===== config.mk =====
export PLATFORM = sky130hd
export DESIGN_NAME = delta_timeout_queue
export DESIGN_NICKNAME = d
export VERILOG_FILES = /design/src/hw/rtl/dtq_pkg.sv /design/src/hw/rtl/dtq_ctrl.sv /design/src/hw/rtl/dtq_datapath.sv /design/src/hw/rtl/delta_timeout_queue.sv
export VERILOG_INCLUDE_DIRS = /design/src /design/src/hw/rtl
export SDC_FILE = /design/constraint.sdc
export NUM_CORES = 2
export LEC_CHECK = 0
export BUFFER_PORTS_ARGS = -buffer_cell sky130_fd_sc_hd__buf_4
export CAP_MARGIN = 20
export CORE_MARGIN = 10
export CORE_UTILIZATION = 35
export DETAILED_ROUTE_END_ITERATION = 6
export SETUP_SLACK_MARGIN = 0.1
export SYNTH_ARGS = -nofsm -noshare
export SYNTH_HDL_FRONTEND = slang
export SYNTH_HIERARCHICAL = 1
export SYNTH_SLANG_ARGS = --single-unit

===== constraint.sdc =====
create_clock -name clk -period 4.05 [get_ports clk]
set_clock_uncertainty 0.05 [all_clocks]
set_input_delay 0.81 -clock clk [delete_from_list [all_inputs] [get_ports clk]]
set_output_delay 0.81 -clock clk [all_outputs]
set_load 0.02 [all_outputs]

===== src/hw/rtl/assert_macros.svh =====
// Assertion macros shared by the RTL; they compile to nothing under SYNTH.
`ifndef ASSERT_MACROS_SVH
`define ASSERT_MACROS_SVH

`ifndef SYNTH

// Property that must hold in the same cycle once the antecedent is true.
`define ASSERT_NOW(lbl, clk, rst, ante, cons) \
  lbl: assert property (@(posedge clk) disable iff (rst) (ante) |-> (cons)) \
    else $error("assertion failed: same-cycle implication");

// Property that must hold in the cycle after the antecedent is true.
`define ASSERT_NEXT(lbl, clk, rst, ante, cons) \
  lbl: assert property (@(posedge clk) disable iff (rst) (ante) |=> (cons)) \
    else $error("assertion failed: next-cycle implication");

`else

`define ASSERT_NOW(lbl, clk, rst, ante, cons)
`define ASSERT_NEXT(lbl, clk, rst, ante, cons)

`endif

`endif


===== src/hw/rtl/dtq_pkg.sv =====
// Shared types and constants for the delta timeout queue.
`default_nettype none

package dtq_pkg;

  // Fixed field widths of the item ports.
  localparam int DelayW  = 15;
  localparam int HandleW = 8;
  localparam int KindW   = 2;

  // Result kinds.
  typedef enum logic [KindW-1:0] {
    KIND_FIRED    = 2'd0,
    KIND_ACCEPTED = 2'd1,
    KIND_REJECTED = 2'd2
  } kind_t;

  // Input commands.
  typedef enum logic {
    CMD_TICK     = 1'b0,
    CMD_SCHEDULE = 1'b1
  } command_t;

  // Controller states.
  typedef enum logic [1:0] {
    ST_IDLE,
    ST_EXEC,
    ST_POP
  } state_t;

  // Commands from the controller to the datapath.
  typedef struct packed {
    logic latch;     // capture the input item
    logic insert;    // insert the latched schedule, emit an accepted result
    logic reject;    // emit a rejected result
    logic tick_dec;  // one tick passes on every entry while the head is not due
    logic pop;       // pop the head and emit a fired result
  } dtq_cmd_t;

  // Status from the datapath to the controller.
  typedef struct packed {
    logic is_sched;  // latched item is a schedule
    logic empty;     // no entries
    logic full;      // every slot used
    logic head_due;  // head entry has no remaining delay
    logic out_free;  // result register can take a new result this cycle
  } dtq_status_t;

endpackage

`default_nettype wire


===== src/hw/rtl/dtq_ctrl.sv =====
// Controller state machine of the delta timeout queue.
`default_nettype none

module dtq_ctrl (
  input  logic                  clk,
  input  logic                  rst,
  input  logic                  in_valid,
  output logic                  in_ready,
  input  dtq_pkg::dtq_status_t  st,
  output dtq_pkg::dtq_cmd_t     cmd
);

  dtq_pkg::state_t state;
  dtq_pkg::state_t state_next;

  // State register.
  always_ff @(posedge clk) begin
    if (rst) begin
      state <= dtq_pkg::ST_IDLE;
    end else begin
      state <= state_next;
    end
  end

  // Next state and datapath commands.
  always_comb begin
    state_next = state;
    cmd        = '0;
    in_ready   = 1'b0;
    unique case (state)
      dtq_pkg::ST_IDLE: begin
        in_ready = 1'b1;
        if (in_valid) begin
          cmd.latch  = 1'b1;
          state_next = dtq_pkg::ST_EXEC;
        end
      end
      dtq_pkg::ST_EXEC: begin
        if (st.is_sched) begin
          // A schedule always gives one result, so wait for a free result slot.
          if (st.out_free) begin
            cmd.insert = !st.full;
            cmd.reject = st.full;
            state_next = dtq_pkg::ST_IDLE;
          end
        end else if (st.empty) begin
          state_next = dtq_pkg::ST_IDLE;
        end else begin
          cmd.tick_dec = 1'b1;
          state_next   = dtq_pkg::ST_POP;
        end
      end
      dtq_pkg::ST_POP: begin
        // Pop due entries one per cycle while the result slot accepts them.
        if (st.head_due) begin
          cmd.pop = st.out_free;
        end else begin
          state_next = dtq_pkg::ST_IDLE;
        end
      end
      default: begin
        state_next = dtq_pkg::ST_IDLE;
      end
    endcase
  end

endmodule

`default_nettype wire


===== src/hw/rtl/dtq_datapath.sv =====
// Datapath of the delta timeout queue: sorted entry cells and the result register.
`default_nettype none

module dtq_datapath #(
  parameter int DEPTH      = 16,
  parameter int DELAY_BITS = 15
) (
  input  logic                          clk,
  input  logic                          rst,
  input  dtq_pkg::dtq_cmd_t             cmd,
  output dtq_pkg::dtq_status_t          st,
  input  logic                          command,
  input  logic [dtq_pkg::DelayW-1:0]    delay,
  input  logic [dtq_pkg::HandleW-1:0]   handle,
  output logic                          out_valid,
  input  logic                          out_ready,
  output logic [dtq_pkg::KindW-1:0]     kind,
  output logic [dtq_pkg::HandleW-1:0]   fired_handle,
  output logic                          last
);

  // Remaining delays never exceed the masked input delay.
  localparam int RemW = (DELAY_BITS < dtq_pkg::DelayW) ? DELAY_BITS : dtq_pkg::DelayW;
  localparam int CntW = $clog2(DEPTH + 1);

  // Each cell holds the absolute remaining delay of one entry, head first.
  // The list stays sorted, so the running delta sum equals the cell value.
  logic [RemW-1:0]             rem      [DEPTH];
  logic [RemW-1:0]             rem_next [DEPTH];
  logic [dtq_pkg::HandleW-1:0] hnd      [DEPTH];
  logic [dtq_pkg::HandleW-1:0] hnd_next [DEPTH];
  logic [CntW-1:0]             count;
  logic [CntW-1:0]             count_next;

  // Latched input item.
  dtq_pkg::command_t           cmd_r;
  logic [RemW-1:0]             dly_r;
  logic [dtq_pkg::HandleW-1:0] hdl_r;

  // Result register.
  dtq_pkg::kind_t              out_kind;
  logic [dtq_pkg::HandleW-1:0] out_handle;
  logic                        out_last;

  logic [DEPTH-1:0] gt;
  logic [DEPTH-1:0] gt_prev;
  logic             emit;

  // Per-cell compare: the cell lies past the insertion point.
  always_comb begin
    for (int i = 0; i < DEPTH; i++) begin
      gt[i] = (CntW'(i) >= count) || (rem[i] > dly_r);
    end
  end
  assign gt_prev = {gt[DEPTH-2:0], 1'b0};

  // Cell update: insert with shift up, tick on the head, or pop with shift down.
  always_comb begin
    rem_next   = rem;
    hnd_next   = hnd;
    count_next = count;
    if (cmd.insert) begin
      for (int i = 0; i < DEPTH; i++) begin
        if (gt[i]) begin
          if (gt_prev[i]) begin
            rem_next[i] = (i > 0) ? rem[(i > 0) ? i - 1 : 0] : rem[i];
            hnd_next[i] = (i > 0) ? hnd[(i > 0) ? i - 1 : 0] : hnd[i];
          end else begin
            rem_next[i] = dly_r;
            hnd_next[i] = hdl_r;
          end
        end
      end
      count_next = count + 1'b1;
    end else if (cmd.tick_dec) begin
      // A tick only passes when the head still has time left.
      if (rem[0] != '0) begin
        for (int i = 0; i < DEPTH; i++) begin
          rem_next[i] = rem[i] - 1'b1;
        end
      end
    end else if (cmd.pop) begin
      for (int i = 0; i < DEPTH - 1; i++) begin
        rem_next[i] = rem[i+1];
        hnd_next[i] = hnd[i+1];
      end
      count_next = count - 1'b1;
    end
  end

  // Entry cells hold payload only.
  always_ff @(posedge clk) begin
    for (int i = 0; i < DEPTH; i++) begin
      rem[i] <= rem_next[i];
      hnd[i] <= hnd_next[i];
    end
  end

  // Entry count.
  always_ff @(posedge clk) begin
    if (rst) begin
      count <= '0;
    end else begin
      count <= count_next;
    end
  end

  // Input item capture.
  always_ff @(posedge clk) begin
    if (cmd.latch) begin
      cmd_r <= dtq_pkg::command_t'(command);
      dly_r <= delay[RemW-1:0];
      hdl_r <= handle;
    end
  end

  assign emit = cmd.insert || cmd.reject || cmd.pop;

  // Result valid flag.
  always_ff @(posedge clk) begin
    if (rst) begin
      out_valid <= 1'b0;
    end else if (emit) begin
      out_valid <= 1'b1;
    end else if (out_ready) begin
      out_valid <= 1'b0;
    end
  end

  // Result payload; a fired entry is last unless the next entry is also due.
  always_ff @(posedge clk) begin
    if (cmd.insert) begin
      out_kind   <= dtq_pkg::KIND_ACCEPTED;
      out_handle <= hdl_r;
      out_last   <= 1'b1;
    end else if (cmd.reject) begin
      out_kind   <= dtq_pkg::KIND_REJECTED;
      out_handle <= hdl_r;
      out_last   <= 1'b1;
    end else if (cmd.pop) begin
      out_kind   <= dtq_pkg::KIND_FIRED;
      out_handle <= hnd[0];
      out_last   <= !((count > CntW'(1)) && (rem[1] == '0));
    end
  end

  assign kind         = out_kind;
  assign fired_handle = out_handle;
  assign last         = out_last;

  // Status toward the controller.
  assign st.is_sched = (cmd_r == dtq_pkg::CMD_SCHEDULE);
  assign st.empty    = (count == '0);
  assign st.full     = (count == CntW'(DEPTH));
  assign st.head_due = (count != '0) && (rem[0] == '0);
  assign st.out_free = !out_valid || out_ready;

endmodule

`default_nettype wire


===== src/hw/rtl/delta_timeout_queue.sv =====
// Top level of the delta timeout queue: controller, datapath and checks.
`default_nettype none

// One-shot timeout queue. A schedule item (command 1) places a handle in a
// list kept sorted by remaining delay, behind every entry due no later, and
// gives one result: accepted, or rejected when all DEPTH slots are in use.
// A tick item (command 0) takes one tick off the queue unless the head is
// already due, then fires every due entry head first, one result each, with
// last marking the final one; a tick on an empty queue or with nothing due
// gives no result. Delays are taken to the low DELAY_BITS bits (at most 15).
// One item is handled at a time: a schedule passes from ST_IDLE through ST_EXEC
// and back to ST_IDLE before the next item can be accepted, as does a tick on
// an empty queue; otherwise a tick goes on from ST_EXEC to ST_POP, which pops
// one due entry per cycle while the result register is free, set by the single
// result register and the one-pop-per-cycle shift of the entry cells. Output
// stalls hold ST_EXEC and ST_POP; a new item may be accepted while the last result is still waiting.
module delta_timeout_queue #(
  parameter int DEPTH      = 16,
  parameter int DELAY_BITS = 15
) (
  input  logic                          clk,
  input  logic                          rst,
  input  logic                          in_valid,
  output logic                          in_ready,
  input  logic                          command,
  input  logic [dtq_pkg::DelayW-1:0]    delay,
  input  logic [dtq_pkg::HandleW-1:0]   handle,
  output logic                          out_valid,
  input  logic                          out_ready,
  output logic [dtq_pkg::KindW-1:0]     kind,
  output logic [dtq_pkg::HandleW-1:0]   fired_handle,
  output logic                          last
);

  dtq_pkg::dtq_cmd_t    cmd;
  dtq_pkg::dtq_status_t st;

  // Sequencing of each item.
  dtq_ctrl u_ctrl (
    .clk      (clk),
    .rst      (rst),
    .in_valid (in_valid),
    .in_ready (in_ready),
    .st       (st),
    .cmd      (cmd)
  );

  // Entry cells and result register.
  dtq_datapath #(
    .DEPTH      (DEPTH),
    .DELAY_BITS (DELAY_BITS)
  ) u_datapath (
    .clk          (clk),
    .rst          (rst),
    .cmd          (cmd),
    .st           (st),
    .command      (command),
    .delay        (delay),
    .handle       (handle),
    .out_valid    (out_valid),
    .out_ready    (out_ready),
    .kind         (kind),
    .fired_handle (fired_handle),
    .last         (last)
  );

`include "assert_macros.svh"

  // Only one item is in work at a time.
  `ASSERT_NEXT(a_one_item, clk, rst, in_valid && in_ready, !in_ready)

  // A result is only produced when the result register can take it.
  `ASSERT_NOW(a_emit_free, clk, rst, cmd.pop || cmd.insert || cmd.reject, st.out_free)

  // Schedule results are always the last result of their item.
  `ASSERT_NOW(a_sched_last, clk, rst, out_valid && (kind != dtq_pkg::KIND_FIRED), last)

  // An insert never happens on a full queue.
  `ASSERT_NOW(a_no_overfill, clk, rst, cmd.insert, !st.full)

endmodule

`default_nettype wire


After elaboration in Yosys (flattened, before gate mapping):

Cells that the tools add are included.

* input bits: 28
* output and inout port bits: 13
* register bits: 411
* logic and storage cells: 283

* equality and inequality tests: 24
* reduce and logical (&&, ||, !) cells: 72
* $lt $le $gt $ge: 33
* $add $sub $neg: 18
* mux-type cells: 95

Operators by type and width (count)
* $mux 15: 32
* $mux 240: 2
* $mux 225: 2
* $mux 120: 3
* $mux 8: 33
* $gt 15x15->1: 16
* $sub 15x1->15 const B: 16
* $reduce_and 3->1: 32
* $ge 4x5->1 const A: 8
* $ne 2x2->1 const B: 18
* $logic_not 15->1: 2
* $ge 3x5->1 const A: 4
* $logic_or 1x1->1: 19
* $mux 2: 9
* $mux 5: 3
* $reduce_bool 15->1: 1
* $ge 1x5->1 const A: 2
* $ge 2x5->1 const A: 2
* $reduce_bool 2->1: 5
* $mux 1: 9
* $pmux 2 s3: 1
* $reduce_bool 3->1: 2
* $add 5x1->5 const B: 1
* $eq 5x5->1 const B: 1
* 15 further kinds: 19

Longest topological paths before layout:

* depth in word-level cells: 8
* gate-level depth with buffers: 13
* mapped depth without buffers: 11

Cells and area by module:

Netlist, hierarchy kept.

Modules (own cells, without submodules)
* dtq_datapath: cells each 3593, seq. area each 12191.7 µm², instances 1, area an instance 32212.1 µm²
* dtq_ctrl: cells each 14, seq. area each 40.0 µm², instances 1, area an instance 148.9 µm²

Worst setup path after synthesis:

No wires, ideal clock.

* path kind: reg2reg
* from: register u_datapath/rem[232] (netlist bit)
* to: register u_datapath/rem[225] (netlist bit), enable pin
* data required time: 3.608 ns
* data arrival time: 3.227 ns
* setup time: 0.392 ns
* path slack: 0.381 ns
* path buffers: 1
* period minus slack after synthesis: 3.669 ns
* stages on the path, launching flop included: 11
* cell sequence: edfxtp_1 or4_1 nor3_1 nand4_1 nor2_1 and4b_1 inv_1 o21a_1 a21boi_1 buf_2 a21oi_1

RTL lines
* start: declaration: line dtq_datapath.sv:28 `logic [RemW-1:0] rem [DEPTH];`
* start signal: indexed assignment: line dtq_datapath.sv:94 `rem[i] <= rem_next[i];`

==> results.ini <==
[status]
run_status=complete, no violations

[die]
rows=111
dieArea_mm2=0.105
core-area_mm2=0.0917
die_x_um=324
start_util=0.353
die_height_um=324
io_pins=41

[grt]
top_usage_layer=met2
grt_pass1_wl_um=191000
met1_usage=0.315
antenna_found_initial=1
grt_max_degree=127
met2_usage=0.376
use_met3=0.0409
grt_pass1_vias=29000
grt_overflow=0
grt_usage=0.239

[synth]
ys_warn_count=6
ys.flop_type=edfxtp_1
synth_fp_nets=3898
ys_types=93
syn_area_mm2=0.0324
syn_avg_cell_area_um2=8.97
synth-seq-cells=411
synthesis.instances=3607
ys_seq_area_frac=0.378
async_reset_ff_frac=0
synth-edff-count=400

[sta]
rsz0062_at_grt=false
fin_crit_sh=0.942
setup-tns-final_ns=0
slew-limit-headroom=0.248
finalCriticalPeriod_ns=3.82
maxSlewViolCount=0
timing.final.ws_setup_ns=0.234
hold_violations=0
max_clock_freq_ghz=0.262
setup_viol=0
worstMarginPinSlew_ns=1.12

[routing]
vias=30800
wl_per_cell_um=26.6
drc_errors=0
drt-pass1-iter-count=6
final_antenna_net_count=0
via_per_inst=6.31
dr.first_iter.drc_count=3615
wl_um=130000

[worst_setup_path]
worstPathRequired_ns=4.35
worstSetupStartpointType=flop
critPathKind=flop to flop
arrival_ns=4.12
cp-end-kind=flop
crit_fanout=16
r2r_start=u_datapath/count[0]$_SDFFE_PP0P_
cp-startpoint=u_datapath/count[0]$_SDFFE_PP0P_

[pwr]
p_leak_nw=13.3
p_comb_frac=0.203
clockPowerShare=0.372
switching_share=0.317
ir_worst_vdd_uv=311
p_seq_frac=0.425
intPower_mw=8.56
p_sw_mw=3.96
p_per_area_mw_per_mm2=343

[placement]
hpwl_um=95400
gp_congestion=0.958
pre_cts_slack_ns=0.201
port_buffers=40

[worst_hold_path]
min_from=delay[0]
hold_class=input port to flop

[clock_tree]
clock_sinks=411
cts-root-buf=clkbuf_16
clock_latency_ns=0.64
cts_tree=yes
cts.clk_slew.worst_paths_ns=0.07
numCtsBuffers=50
cts_max_level=2
cts_setup_buffers=0
clockBufferDepth=3
hold_buffers=0

[layout]
fill_cells=9233
insertedDiodeCount=0
final_common_cell=nor2_1
layout_common_cells=428 x nor2_1, 400 x edfxtp_1, 327 x a21oi_1, 263 x ha_1, 251 x o21ai_0
fin_nets=3955
layout-drive-gt1-share=0.119
area_growth_pct=13.0

[run]
drv_cap=0

[per-stage QoR]
step,area (µm²),power [mW],std cells,hold WS [ns],utilization
floorplan,32400,6.86,3607,0.459,-
global placement,34900,7.81,4796,0.388,0.381
detailed placement,34900,7.86,4797,0.393,0.381
CTS,36600,12.5,4885,0.266,0.399
global route,36600,13.0,4886,0.274,0.399
finish,36600,12.5,4886,0.294,0.399
[worst paths after layout]
check,endpoint,slack [ns],cells after the start
min reg2reg,u_datapath/kind[0]$_SDFFE_PP1P_,0.40,2
min,u_datapath/dly_r[0]$_DFFE_PP_,0.29,1
max reg2reg,u_datapath/hnd[43]$_DFFE_PP_,0.23,11
max,u_datapath/hnd[43]$_DFFE_PP_,0.23,11
[sequential cells by signal, summed over array words and instances, names as in the netlist]
name,cells
u_datapath/hnd,128
u_ctrl/state,2
u_datapath/last,1
u_datapath/out_valid,1
u_datapath/kind,2
u_datapath/hdl_r,8
u_datapath/cmd_r,1
u_datapath/rem,240
u_datapath/dly_r,15
u_datapath/fired_handle,8
u_datapath/count,5
[area by class of cell]
type / count / area [µm²] / share of cell area
sequential: 411 / 12200 / 0.335
inverter: 154 / 583 / 0.0159
timing repair buffer: 229 / 1910 / 0.0521
multi-input combinational: 2818 / 18700 / 0.513
clock buffer: 56 / 1270 / 0.0348
clock inverter: 32 / 343 / 0.00938
tap: 1186 / 1480 / 0.0406
[power by group through the flow]
stage	Sequential (mW)	Clock (mW)	Combinational, mW
after detailed placement	5.40	0	2.46
final	5.33	4.66	2.54
after global placement	5.40	0	2.41
after CTS	5.31	4.71	2.47
after floorplan	5.25	0	1.61
after global routing	5.34	4.87	2.75
[kinds of logic (layout without fill, tap and decap cells)]
group | after synthesis | after routing | share of synthesized area
AND/OR/NAND/NOR | 1161 | 1161 | 0.170
adder cells (fa/ha/maj) | 263 | 263 | 0.102
XOR/XNOR | 174 | 174 | 0.0471
flip-flops | 411 | 411 | 0.378
AO/OA/AOI/OAI | 1094 | 1094 | 0.217
buffers and inverters | 378 | 471 | 0.0453
multiplexers | 126 | 126 | 0.0413
[metal layers]
metal	routed length, µm	share of wire	vias to the layer above
met3	11800	0.091	333
met4	7120	0.055	2
met5	13	0.00010	-
met1	52800	0.41	15000
met2	58300	0.45	1643
li1	-	-	13800
[synth_stat cells (27+ instances only)]
cell type / count / share of area
nor2_1: 428 / 0.050
edfxtp_1: 400 / 0.37
a21oi_1: 329 / 0.051
ha_1: 263 / 0.10
o21ai_0: 251 / 0.039
nand2_1: 249 / 0.029
clkbuf_1: 165 / 0.019
inv_1: 154 / 0.018
nor3_1: 138 / 0.021
xnor2_1: 130 / 0.035
a211oi_1: 90 / 0.021
o22ai_1: 88 / 0.017
nand3_1: 73 / 0.011
mux2i_1: 65 / 0.020
mux2_2: 61 / 0.021
nand2b_1: 46 / 0.0089
xor2_1: 44 / 0.012
a31oi_1: 42 / 0.0081
nand4_1: 42 / 0.0081
a221oi_1: 41 / 0.011
nor4_1: 38 / 0.0073
o221ai_1: 33 / 0.0089
a311oi_1: 32 / 0.0087
a221o_1: 31 / 0.0096
buf_1: 31 / 0.0036
o221a_2: 27 / 0.0094
or3_1: 27 / 0.0052
[repair_timing]
item / 4_1_cts / 5_1_grt
endpoints found under the hold margin: 0 / 0
resized for setup: 0 / 1
setup endpoints to repair: 0 / 272
[critical path, cell delays in order, from the launching register on]
cell and delay (ns):
dfxtp_1 0.45, inv_1 0.18, ha_1 0.25, and3_1 0.25, and4b_4 0.41, inv_6 0.07
nor2_1 0.35, nand2_1 0.24, and3_1 0.25, a22oi_2 0.52, buf_4 0.36, o21ai_0 0.14
No activity file was read; power rests on OpenSTA's default activity.
